### config.mk
export PLATFORM = sky130hd
export DESIGN_NAME = elevator_upward_sweep
export DESIGN_NICKNAME = d
export VERILOG_FILES = /design/src/hdl/eus_pkg.sv /design/src/hdl/elevator_upward_sweep.sv /design/src/hdl/eus_ram.sv
export SDC_FILE = /design/constraint.sdc
export NUM_CORES = 1
export LEC_CHECK = 0
export BUFFER_PORTS_ARGS = -buffer_cell sky130_fd_sc_hd__buf_2
export CAP_MARGIN = 20
export CORE_ASPECT_RATIO = 0.9
export CORE_MARGIN = 10
export CORE_UTILIZATION = 55
export DETAILED_ROUTE_END_ITERATION = 12
export GPL_ROUTABILITY_DRIVEN = 0
export HOLD_SLACK_MARGIN = 0.06
export PLACE_DENSITY = 0.82
export REMOVE_ABC_BUFFERS = 1
export SYNTH_ARGS = -nofsm -noshare
export SYNTH_HDL_FRONTEND = slang
export SYNTH_HIERARCHICAL = 1
export SYNTH_SLANG_ARGS = --single-unit
### constraint.sdc
create_clock -name clk -period 7.75 [get_ports clk]
set_input_delay 1.55 -clock clk [delete_from_list [all_inputs] [get_ports clk]]
set_output_delay 1.55 -clock clk [all_outputs]
set_load 0.005 [all_outputs]
### src/hdl/eus_pkg.sv
`timescale 1ns / 1ps
`default_nettype none

package eus_pkg;

    localparam logic [1:0] KIND_PASS   = 2'd0;
    localparam logic [1:0] KIND_DING   = 2'd1;
    localparam logic [1:0] KIND_REJECT = 2'd2;

    localparam logic REQ_ADD  = 1'b0;
    localparam logic REQ_TICK = 1'b1;

    typedef enum logic [4:0] {
        ST_IDLE,
        ST_DISPATCH,
        ST_ADD,
        ST_ADD_RD,
        ST_ADD_CMP,
        ST_ADD_SHIFT,
        ST_ADD_PUT,
        ST_REJECT,
        ST_TICK,
        ST_TICK_EMPTY,
        ST_START,
        ST_MOVE,
        ST_MOVE_CMP,
        ST_DING,
        ST_PASS,
        ST_SKIP,
        ST_SKIP_CMP,
        ST_SKIP_INC,
        ST_END
    } step_t;

    typedef enum logic [3:0] {
        A_NONE,
        A_ACCEPT,
        A_SHIFT,
        A_PUT,
        A_REJECT,
        A_START,
        A_DING,
        A_PASS,
        A_CLR_MOVING,
        A_IDX_INC,
        A_END
    } act_t;

    typedef enum logic [1:0] {
        RD_NONE,
        RD_PTR_M1,
        RD_IDX,
        RD_LAST
    } rdsel_t;

    typedef enum logic [3:0] {
        C_NONE,
        C_ALWAYS,
        C_NO_ACCEPT,
        C_IS_TICK,
        C_REJECT,
        C_PTR_ZERO,
        C_RD_LE_FLOOR,
        C_ACTIVE,
        C_COUNT_ZERO,
        C_NOT_MOVING,
        C_CAR_LT_RD,
        C_IDX_GE_COUNT,
        C_RD_GT_CAR
    } cond_t;

    typedef struct packed {
        act_t   act;
        rdsel_t rd_sel;
        cond_t  cond;
        step_t  target;
    } ctrl_t;

    // control store: jump to target when cond holds, else fall through
    function automatic ctrl_t ucode(input step_t s);
        ctrl_t c;
        case (s)
            ST_IDLE:       c = '{A_ACCEPT,     RD_NONE,   C_NO_ACCEPT,    ST_IDLE};
            ST_DISPATCH:   c = '{A_NONE,       RD_NONE,   C_IS_TICK,      ST_TICK};
            ST_ADD:        c = '{A_NONE,       RD_NONE,   C_REJECT,       ST_REJECT};
            ST_ADD_RD:     c = '{A_NONE,       RD_PTR_M1, C_PTR_ZERO,     ST_ADD_PUT};
            ST_ADD_CMP:    c = '{A_NONE,       RD_PTR_M1, C_RD_LE_FLOOR,  ST_ADD_PUT};
            ST_ADD_SHIFT:  c = '{A_SHIFT,      RD_NONE,   C_ALWAYS,       ST_ADD_RD};
            ST_ADD_PUT:    c = '{A_PUT,        RD_NONE,   C_ALWAYS,       ST_IDLE};
            ST_REJECT:     c = '{A_REJECT,     RD_NONE,   C_ALWAYS,       ST_IDLE};
            ST_TICK:       c = '{A_NONE,       RD_NONE,   C_ACTIVE,       ST_MOVE};
            ST_TICK_EMPTY: c = '{A_NONE,       RD_NONE,   C_COUNT_ZERO,   ST_IDLE};
            ST_START:      c = '{A_START,      RD_NONE,   C_NONE,         ST_IDLE};
            ST_MOVE:       c = '{A_NONE,       RD_IDX,    C_NOT_MOVING,   ST_SKIP};
            ST_MOVE_CMP:   c = '{A_NONE,       RD_LAST,   C_CAR_LT_RD,    ST_PASS};
            ST_DING:       c = '{A_DING,       RD_LAST,   C_ALWAYS,       ST_IDLE};
            ST_PASS:       c = '{A_PASS,       RD_NONE,   C_ALWAYS,       ST_IDLE};
            ST_SKIP:       c = '{A_CLR_MOVING, RD_IDX,    C_IDX_GE_COUNT, ST_END};
            ST_SKIP_CMP:   c = '{A_NONE,       RD_NONE,   C_RD_GT_CAR,    ST_PASS};
            ST_SKIP_INC:   c = '{A_IDX_INC,    RD_NONE,   C_ALWAYS,       ST_SKIP};
            ST_END:        c = '{A_END,        RD_NONE,   C_ALWAYS,       ST_IDLE};
            default:       c = '{A_NONE,       RD_NONE,   C_ALWAYS,       ST_IDLE};
        endcase
        return c;
    endfunction

endpackage

`default_nettype wire

### src/hdl/elevator_upward_sweep.sv
`timescale 1ns / 1ps
`default_nettype none
// channel   dir  tdata            tuser           tlast
// s_axis    in   floor [7:0]      req_type [0]    -
// m_axis    out  floor_shown[7:0] kind [1:0]      last
//
// An add shifts each stored stop that lies above the new floor up one slot
// before it stores the new floor; a rejected add stores nothing.
// A tick reads each stop it skips in turn, through the single read port
// of the stop RAM and its registered read.
// The next transfer in is taken once the sequencer is back in idle; a result
// waits in the output register, and a later result stalls its step until taken.
// Reset is asynchronous, active low; the stop RAM needs no clearing.

module elevator_upward_sweep #(
    parameter int MAX_STOPS  = 64,
    parameter int FLOOR_BITS = 8
) (
    input  wire logic       clk,
    input  wire logic       rst_n,
    input  wire logic       s_axis_tvalid,
    output logic            s_axis_tready,
    input  wire logic [7:0] s_axis_tdata,   // floor[7:0]
    input  wire logic       s_axis_tuser,   // req_type[0]
    output logic            m_axis_tvalid,
    input  wire logic       m_axis_tready,
    output logic      [7:0] m_axis_tdata,   // floor_shown[7:0]
    output logic      [1:0] m_axis_tuser,   // kind[1:0]
    output logic            m_axis_tlast
);

    import eus_pkg::*;

    localparam int AW = $clog2(MAX_STOPS);
    localparam int CW = $clog2(MAX_STOPS + 1);

    step_t                 step_reg, step_next;
    logic [CW-1:0]         count_reg, count_next;
    logic [CW-1:0]         idx_reg, idx_next;
    logic [CW-1:0]         ptr_reg, ptr_next;
    logic [FLOOR_BITS-1:0] car_reg, car_next;
    logic                  moving_reg, moving_next;
    logic                  active_reg, active_next;
    logic                  type_reg, type_next;
    logic [FLOOR_BITS-1:0] floor_reg, floor_next;
    logic                  out_valid_reg, out_valid_next;
    logic [1:0]            out_kind_reg, out_kind_next;
    logic [7:0]            out_floor_reg, out_floor_next;
    logic                  out_last_reg, out_last_next;

    ctrl_t                 cw;
    logic                  accept;
    logic                  emit;
    logic                  stall;
    logic                  cond_true;
    logic [CW-1:0]         ptr_m1;
    logic [CW-1:0]         last_idx;
    logic                  ram_we;
    logic [AW-1:0]         ram_waddr;
    logic [FLOOR_BITS-1:0] ram_wdata;
    logic [AW-1:0]         ram_raddr;
    logic [FLOOR_BITS-1:0] rd_data;

    eus_ram #(
        .WIDTH(FLOOR_BITS),
        .DEPTH(MAX_STOPS)
    ) u_stops (
        .clk  (clk),
        .we   (ram_we),
        .waddr(ram_waddr),
        .wdata(ram_wdata),
        .raddr(ram_raddr),
        .rdata(rd_data)
    );

    assign cw            = ucode(step_reg);
    assign s_axis_tready = (step_reg == ST_IDLE);
    assign accept        = s_axis_tvalid && s_axis_tready;
    assign emit          = (cw.act == A_REJECT) || (cw.act == A_DING) || (cw.act == A_PASS);
    assign stall         = emit && out_valid_reg && !m_axis_tready;
    assign ptr_m1        = ptr_reg - CW'(1);
    assign last_idx      = count_reg - CW'(1);

    assign m_axis_tvalid = out_valid_reg;
    assign m_axis_tdata  = out_floor_reg;
    assign m_axis_tuser  = out_kind_reg;
    assign m_axis_tlast  = out_last_reg;

    always_comb
    begin
        case (cw.rd_sel)
            RD_PTR_M1: ram_raddr = ptr_m1[AW-1:0];
            RD_IDX:    ram_raddr = idx_reg[AW-1:0];
            RD_LAST:   ram_raddr = last_idx[AW-1:0];
            default:   ram_raddr = ptr_reg[AW-1:0];
        endcase
    end

    assign ram_we    = (cw.act == A_SHIFT) || (cw.act == A_PUT);
    assign ram_waddr = ptr_reg[AW-1:0];
    assign ram_wdata = (cw.act == A_SHIFT) ? rd_data : floor_reg;

    always_comb
    begin
        case (cw.cond)
            C_ALWAYS:       cond_true = 1'b1;
            C_NO_ACCEPT:    cond_true = !accept;
            C_IS_TICK:      cond_true = (type_reg == REQ_TICK);
            C_REJECT:       cond_true = active_reg || (count_reg == CW'(MAX_STOPS));
            C_PTR_ZERO:     cond_true = (ptr_reg == '0);
            C_RD_LE_FLOOR:  cond_true = (rd_data <= floor_reg);
            C_ACTIVE:       cond_true = active_reg;
            C_COUNT_ZERO:   cond_true = (count_reg == '0);
            C_NOT_MOVING:   cond_true = !moving_reg;
            C_CAR_LT_RD:    cond_true = (car_reg < rd_data);
            C_IDX_GE_COUNT: cond_true = (idx_reg >= count_reg);
            C_RD_GT_CAR:    cond_true = (rd_data > car_reg);
            default:        cond_true = 1'b0;
        endcase
    end

    always_comb
    begin
        step_next      = step_reg;
        count_next     = count_reg;
        idx_next       = idx_reg;
        ptr_next       = ptr_reg;
        car_next       = car_reg;
        moving_next    = moving_reg;
        active_next    = active_reg;
        type_next      = type_reg;
        floor_next     = floor_reg;
        out_valid_next = out_valid_reg;
        out_kind_next  = out_kind_reg;
        out_floor_next = out_floor_reg;
        out_last_next  = out_last_reg;

        if (out_valid_reg && m_axis_tready)
        begin
            out_valid_next = 1'b0;
        end

        if (!stall)
        begin
            if (cond_true)
            begin
                step_next = cw.target;
            end
            else
            begin
                step_next = step_t'(step_reg + 5'd1);
            end

            case (cw.act)
                A_ACCEPT:
                begin
                    if (accept)
                    begin
                        type_next  = s_axis_tuser;
                        floor_next = FLOOR_BITS'(s_axis_tdata);
                        ptr_next   = count_reg;
                    end
                end
                A_SHIFT:
                begin
                    ptr_next = ptr_m1;
                end
                A_PUT:
                begin
                    count_next = count_reg + CW'(1);
                end
                A_REJECT:
                begin
                    out_valid_next = 1'b1;
                    out_kind_next  = KIND_REJECT;
                    out_floor_next = 8'(floor_reg);
                    out_last_next  = 1'b0;
                end
                A_START:
                begin
                    active_next = 1'b1;
                    idx_next    = '0;
                    car_next    = '0;
                    moving_next = 1'b0;
                end
                A_DING:
                begin
                    out_valid_next = 1'b1;
                    out_kind_next  = KIND_DING;
                    out_floor_next = 8'(car_reg);
                    out_last_next  = (rd_data <= car_reg);
                    moving_next    = 1'b0;
                    if (rd_data <= car_reg)
                    begin
                        count_next  = '0;
                        idx_next    = '0;
                        car_next    = '0;
                        active_next = 1'b0;
                    end
                    else
                    begin
                        idx_next = idx_reg + CW'(1);
                    end
                end
                A_PASS:
                begin
                    out_valid_next = 1'b1;
                    out_kind_next  = KIND_PASS;
                    out_floor_next = 8'(car_reg);
                    out_last_next  = 1'b0;
                    car_next       = car_reg + FLOOR_BITS'(1);
                    moving_next    = 1'b1;
                end
                A_CLR_MOVING:
                begin
                    moving_next = 1'b0;
                end
                A_IDX_INC:
                begin
                    idx_next = idx_reg + CW'(1);
                end
                A_END:
                begin
                    count_next  = '0;
                    idx_next    = '0;
                    car_next    = '0;
                    moving_next = 1'b0;
                    active_next = 1'b0;
                end
                default:
                begin
                end
            endcase
        end
    end

    always_ff @(posedge clk or negedge rst_n)
    begin
        if (!rst_n)
        begin
            step_reg      <= ST_IDLE;
            count_reg     <= '0;
            idx_reg       <= '0;
            car_reg       <= '0;
            moving_reg    <= 1'b0;
            active_reg    <= 1'b0;
            out_valid_reg <= 1'b0;
        end
        else
        begin
            step_reg      <= step_next;
            count_reg     <= count_next;
            idx_reg       <= idx_next;
            car_reg       <= car_next;
            moving_reg    <= moving_next;
            active_reg    <= active_next;
            out_valid_reg <= out_valid_next;
        end
    end

    always_ff @(posedge clk)
    begin
        ptr_reg       <= ptr_next;
        type_reg      <= type_next;
        floor_reg     <= floor_next;
        out_kind_reg  <= out_kind_next;
        out_floor_reg <= out_floor_next;
        out_last_reg  <= out_last_next;
    end

endmodule

`default_nettype wire

### src/hdl/eus_ram.sv
`timescale 1ns / 1ps
`default_nettype none

module eus_ram #(
    parameter int WIDTH = 8,
    parameter int DEPTH = 64
) (
    input  wire logic                     clk,
    input  wire logic                     we,
    input  wire logic [$clog2(DEPTH)-1:0] waddr,
    input  wire logic [WIDTH-1:0]         wdata,
    input  wire logic [$clog2(DEPTH)-1:0] raddr,
    output logic      [WIDTH-1:0]         rdata
);

    logic [WIDTH-1:0] mem [DEPTH];

    always_ff @(posedge clk)
    begin
        if (we)
        begin
            mem[waddr] <= wdata;
        end
        rdata <= mem[raddr];
    end

endmodule

`default_nettype wire

==> qor.yml <==
global_route:
  total_routing_usage_gr: 0.219
  antenna_found_initial: 1
  maximum_number_of_pins_on_one_net_before_global_route_repair: 98
  first_global_vias: 14000
  wire_length_of_the_first_global_routing_pass_mm: 88.8
  grt_remaining_overflow: 0
floorplan:
  die_height_um: 220
  design.die.area_um2: 53100
  initial_utilization: 0.554
  core_area_um2: 44000
  die_x_um: 242
  fp-row-count: 73
  io_pins: 26
cells_and_area:
  largest_register_ffs: 512
  area_delta_synth_final_pct: 10.9
  drive_gt1_frac: 0.200
  insertedDiodeCount: 0
  filler_cell_count: 2954
  multi_input_area_um2: 6870
  finalInstanceArea_um2: 27000
  design.final.nets: 1494
  top_register: "u_stops/mem"
  seq_area_um2: 17100
synthesis:
  synth_enable_flop_cells: 539
  ys_seq_area_frac: 0.702
  synth_flop_cell: "edfxtp_1"
  synth-seq-cells: 577
  yosys.cell_types.count: 72
  syn-cell-area_um2: 24400
  syn-mean-instance-area_um2: 17.2
  synth_async_sr_flop_share: 0.0520
  cell_count_after_synthesis: 1420
  warnings_from_yosys: 6
worst_setup_path:
  worst_path_max_delay_cell: "dfrtp_1"
  cp_data_required_time_ps: 8220
  worst-setup-path-type: "flip-flop to flip-flop"
  arrival_ps: 5180
  cp_common_cell: "nand2_1"
  critical_path_start_type: "flip-flop"
  worst_flop_to_flop_path_startpoint: "step_reg[2]$_DFFE_PN0P_"
  timing.critical_path.to_type: "flip-flop"
  rrSetupSlack_ps: 3050
  max_stage_delay_ps: 880
  worstPathMaxFanout: 46
  crit_path_cell_trace: "inv_1 -> nor2_1 -> nand2_1 -> nand3_1 -> o21a_1 -> o22a_4 -> buf_4 -> mux4_2 -> mux2_2 -> o311ai_1 -> nand2_1"
  crit_path_start: "step_reg[2]$_DFFE_PN0P_"
cts:
  insertion_delay_ps: 600
  cts_repair_resize_count: 0
  clkSlewWorstSetupHoldPaths_ps: 60
  post_cts_buffers: 0
  clock_tree.buffer_depth: 3
  cts_hold_buf: 0
  htree_num_levels: 2
  cell_chosen_for_the_clock_root: "clkbuf_16"
  clock_sinks: 577
  cts_made_buffers: 54
  cts_tree: "built"
timing:
  finalSetupViolCount: 0
  max_clock_freq_mhz: 213
  pins_over_their_slew_limit: 0
  worst-slew-pin-transition_ps: 1080
  timing.hold.ws_ps: 556
  setup_tns_ps: 0
  final-hold-violation-count: 0
  skew_ps: 15.3
  rsz0062_at_grt: "no"
  layout_min_cycle_time_ps: 4700
  crit_share_post_route: 0.607
  worst_slack_ps: 3050
  max-slew-margin-rel: 0.278
drt:
  detailroute.via_count: 13900
  drt-initial-drc-count: 2003
  drt-vias-per-instance: 6.65
  routed_wl_mm: 58.0
  route.detailed.drc: 0
  final_antenna_net_count: 0
  drt-pass1-iter-count: 6
  mean_routed_wirelength_per_cell_um: 27.7
place:
  post-dp-hpwl_mm: 33.8
  portBuffers: 25
  place_worst_setup_slack_ps: 3170
  dpl-instance-area_um2: 25100
min_path:
  holdCritStartpoint: "active_reg$_DFFE_PN0P_"
  hold_path.class: "flip-flop to flip-flop"
outcome:
  run_status: "completed"
run:
  drv.max_cap_violation_count: 0
## critical path: cells and delay by family (launching register included)
family	cells	cell delay, ps
mux	2	720
simple gates	4	930
flops	1	880
compound gates	3	1090
buf+inv	2	900
## final timing paths
path / endpoint / cells after the start
max in group asynchronous: car_reg[4]$_DFFE_PN0P_ / 1
setup / recovery: u_stops/rdata[7]$_DFF_P_ / 11
min in group asynchronous: step_reg[3]$_DFFE_PN0P_ / 1
setup reg to reg: u_stops/rdata[7]$_DFF_P_ / 11
hold / removal: active_reg$_DFFE_PN0P_ / 2
hold reg to reg: active_reg$_DFFE_PN0P_ / 2
## cell families after synthesis
family	after synthesis	synth area share
flops	577	0.702
simple gates	317	0.0613
compound gates	189	0.0525
mux	176	0.138
buf+inv	106	0.0218
fa+ha+maj	33	0.0169
xor+xnor	22	0.00791
## cells in the mapped netlist, types with 10 or more instances
cell,count,area [µm²]
o221ai_1,11,96.3
a31oi_1,10,62.6
edfxtp_1,539,16200
mux2_2,16,180
xnor2_1,12,105
nand3_1,26,130
nand4_1,19,119
inv_1,34,128
nor3_1,17,85.1
buf_4,14,105
nor2b_1,16,100
o22ai_1,12,75.1
buf_2,15,75.1
nand2b_1,14,87.6
nor2_1,123,462
ha_1,33,413
a21oi_1,39,195
clkbuf_1,30,113
mux4_2,126,2840
mux2i_1,33,330
dfrtp_1,30,751
nand2_1,64,240
o21ai_0,36,180
xor2_1,10,87.6
## layout by cell type, fill, tap and decap left out, drive strengths merged, types with 6 or more instances in the layout
cell      n
edfxtp  539
mux4    126
nor2    126
nand2    64
clkbuf   62
buf      44
a21oi    39
o21ai    39
inv      38
mux2i    33
ha       33
dfrtp    30
nand3    26
clkinv   23
nand4    19
nor3     17
mux2     17
nor2b    16
nand2b   14
xnor2    12
o22ai    12
o221ai   11
a31oi    10
xor2     10
bufinv   10
o211ai    8
dfxtp     8
a211oi    8
a221oi    7
a21o      6
or3       6
or2       6
## layout make-up
cell class	count	share of cell area
flip-flops and latches	577	0.633
multi-input cells	737	0.254
clock buffers	62	0.0519
well taps	600	0.0278
clock inverters	39	0.0176
repair buffers	44	0.0108
inverters	34	0.00472
## metal layers
metal / track usage / share of wire
met5: 0 / 0.00019
met4: 0.0829 / 0.036
met3: 0.0489 / 0.11
met2: 0.347 / 0.47
met1: 0.294 / 0.38
## through the flow
stage	cells	util
after global placement	1992	0.571
final	2093	0.614
after floorplan	1348	-
after detailed placement	1992	0.571
after global routing	2093	0.614
after CTS	2093	0.614
Power is left out: the tool's default activity adds up to more than one toggle a clock period on the data nets, which glitch-free logic cannot reach.
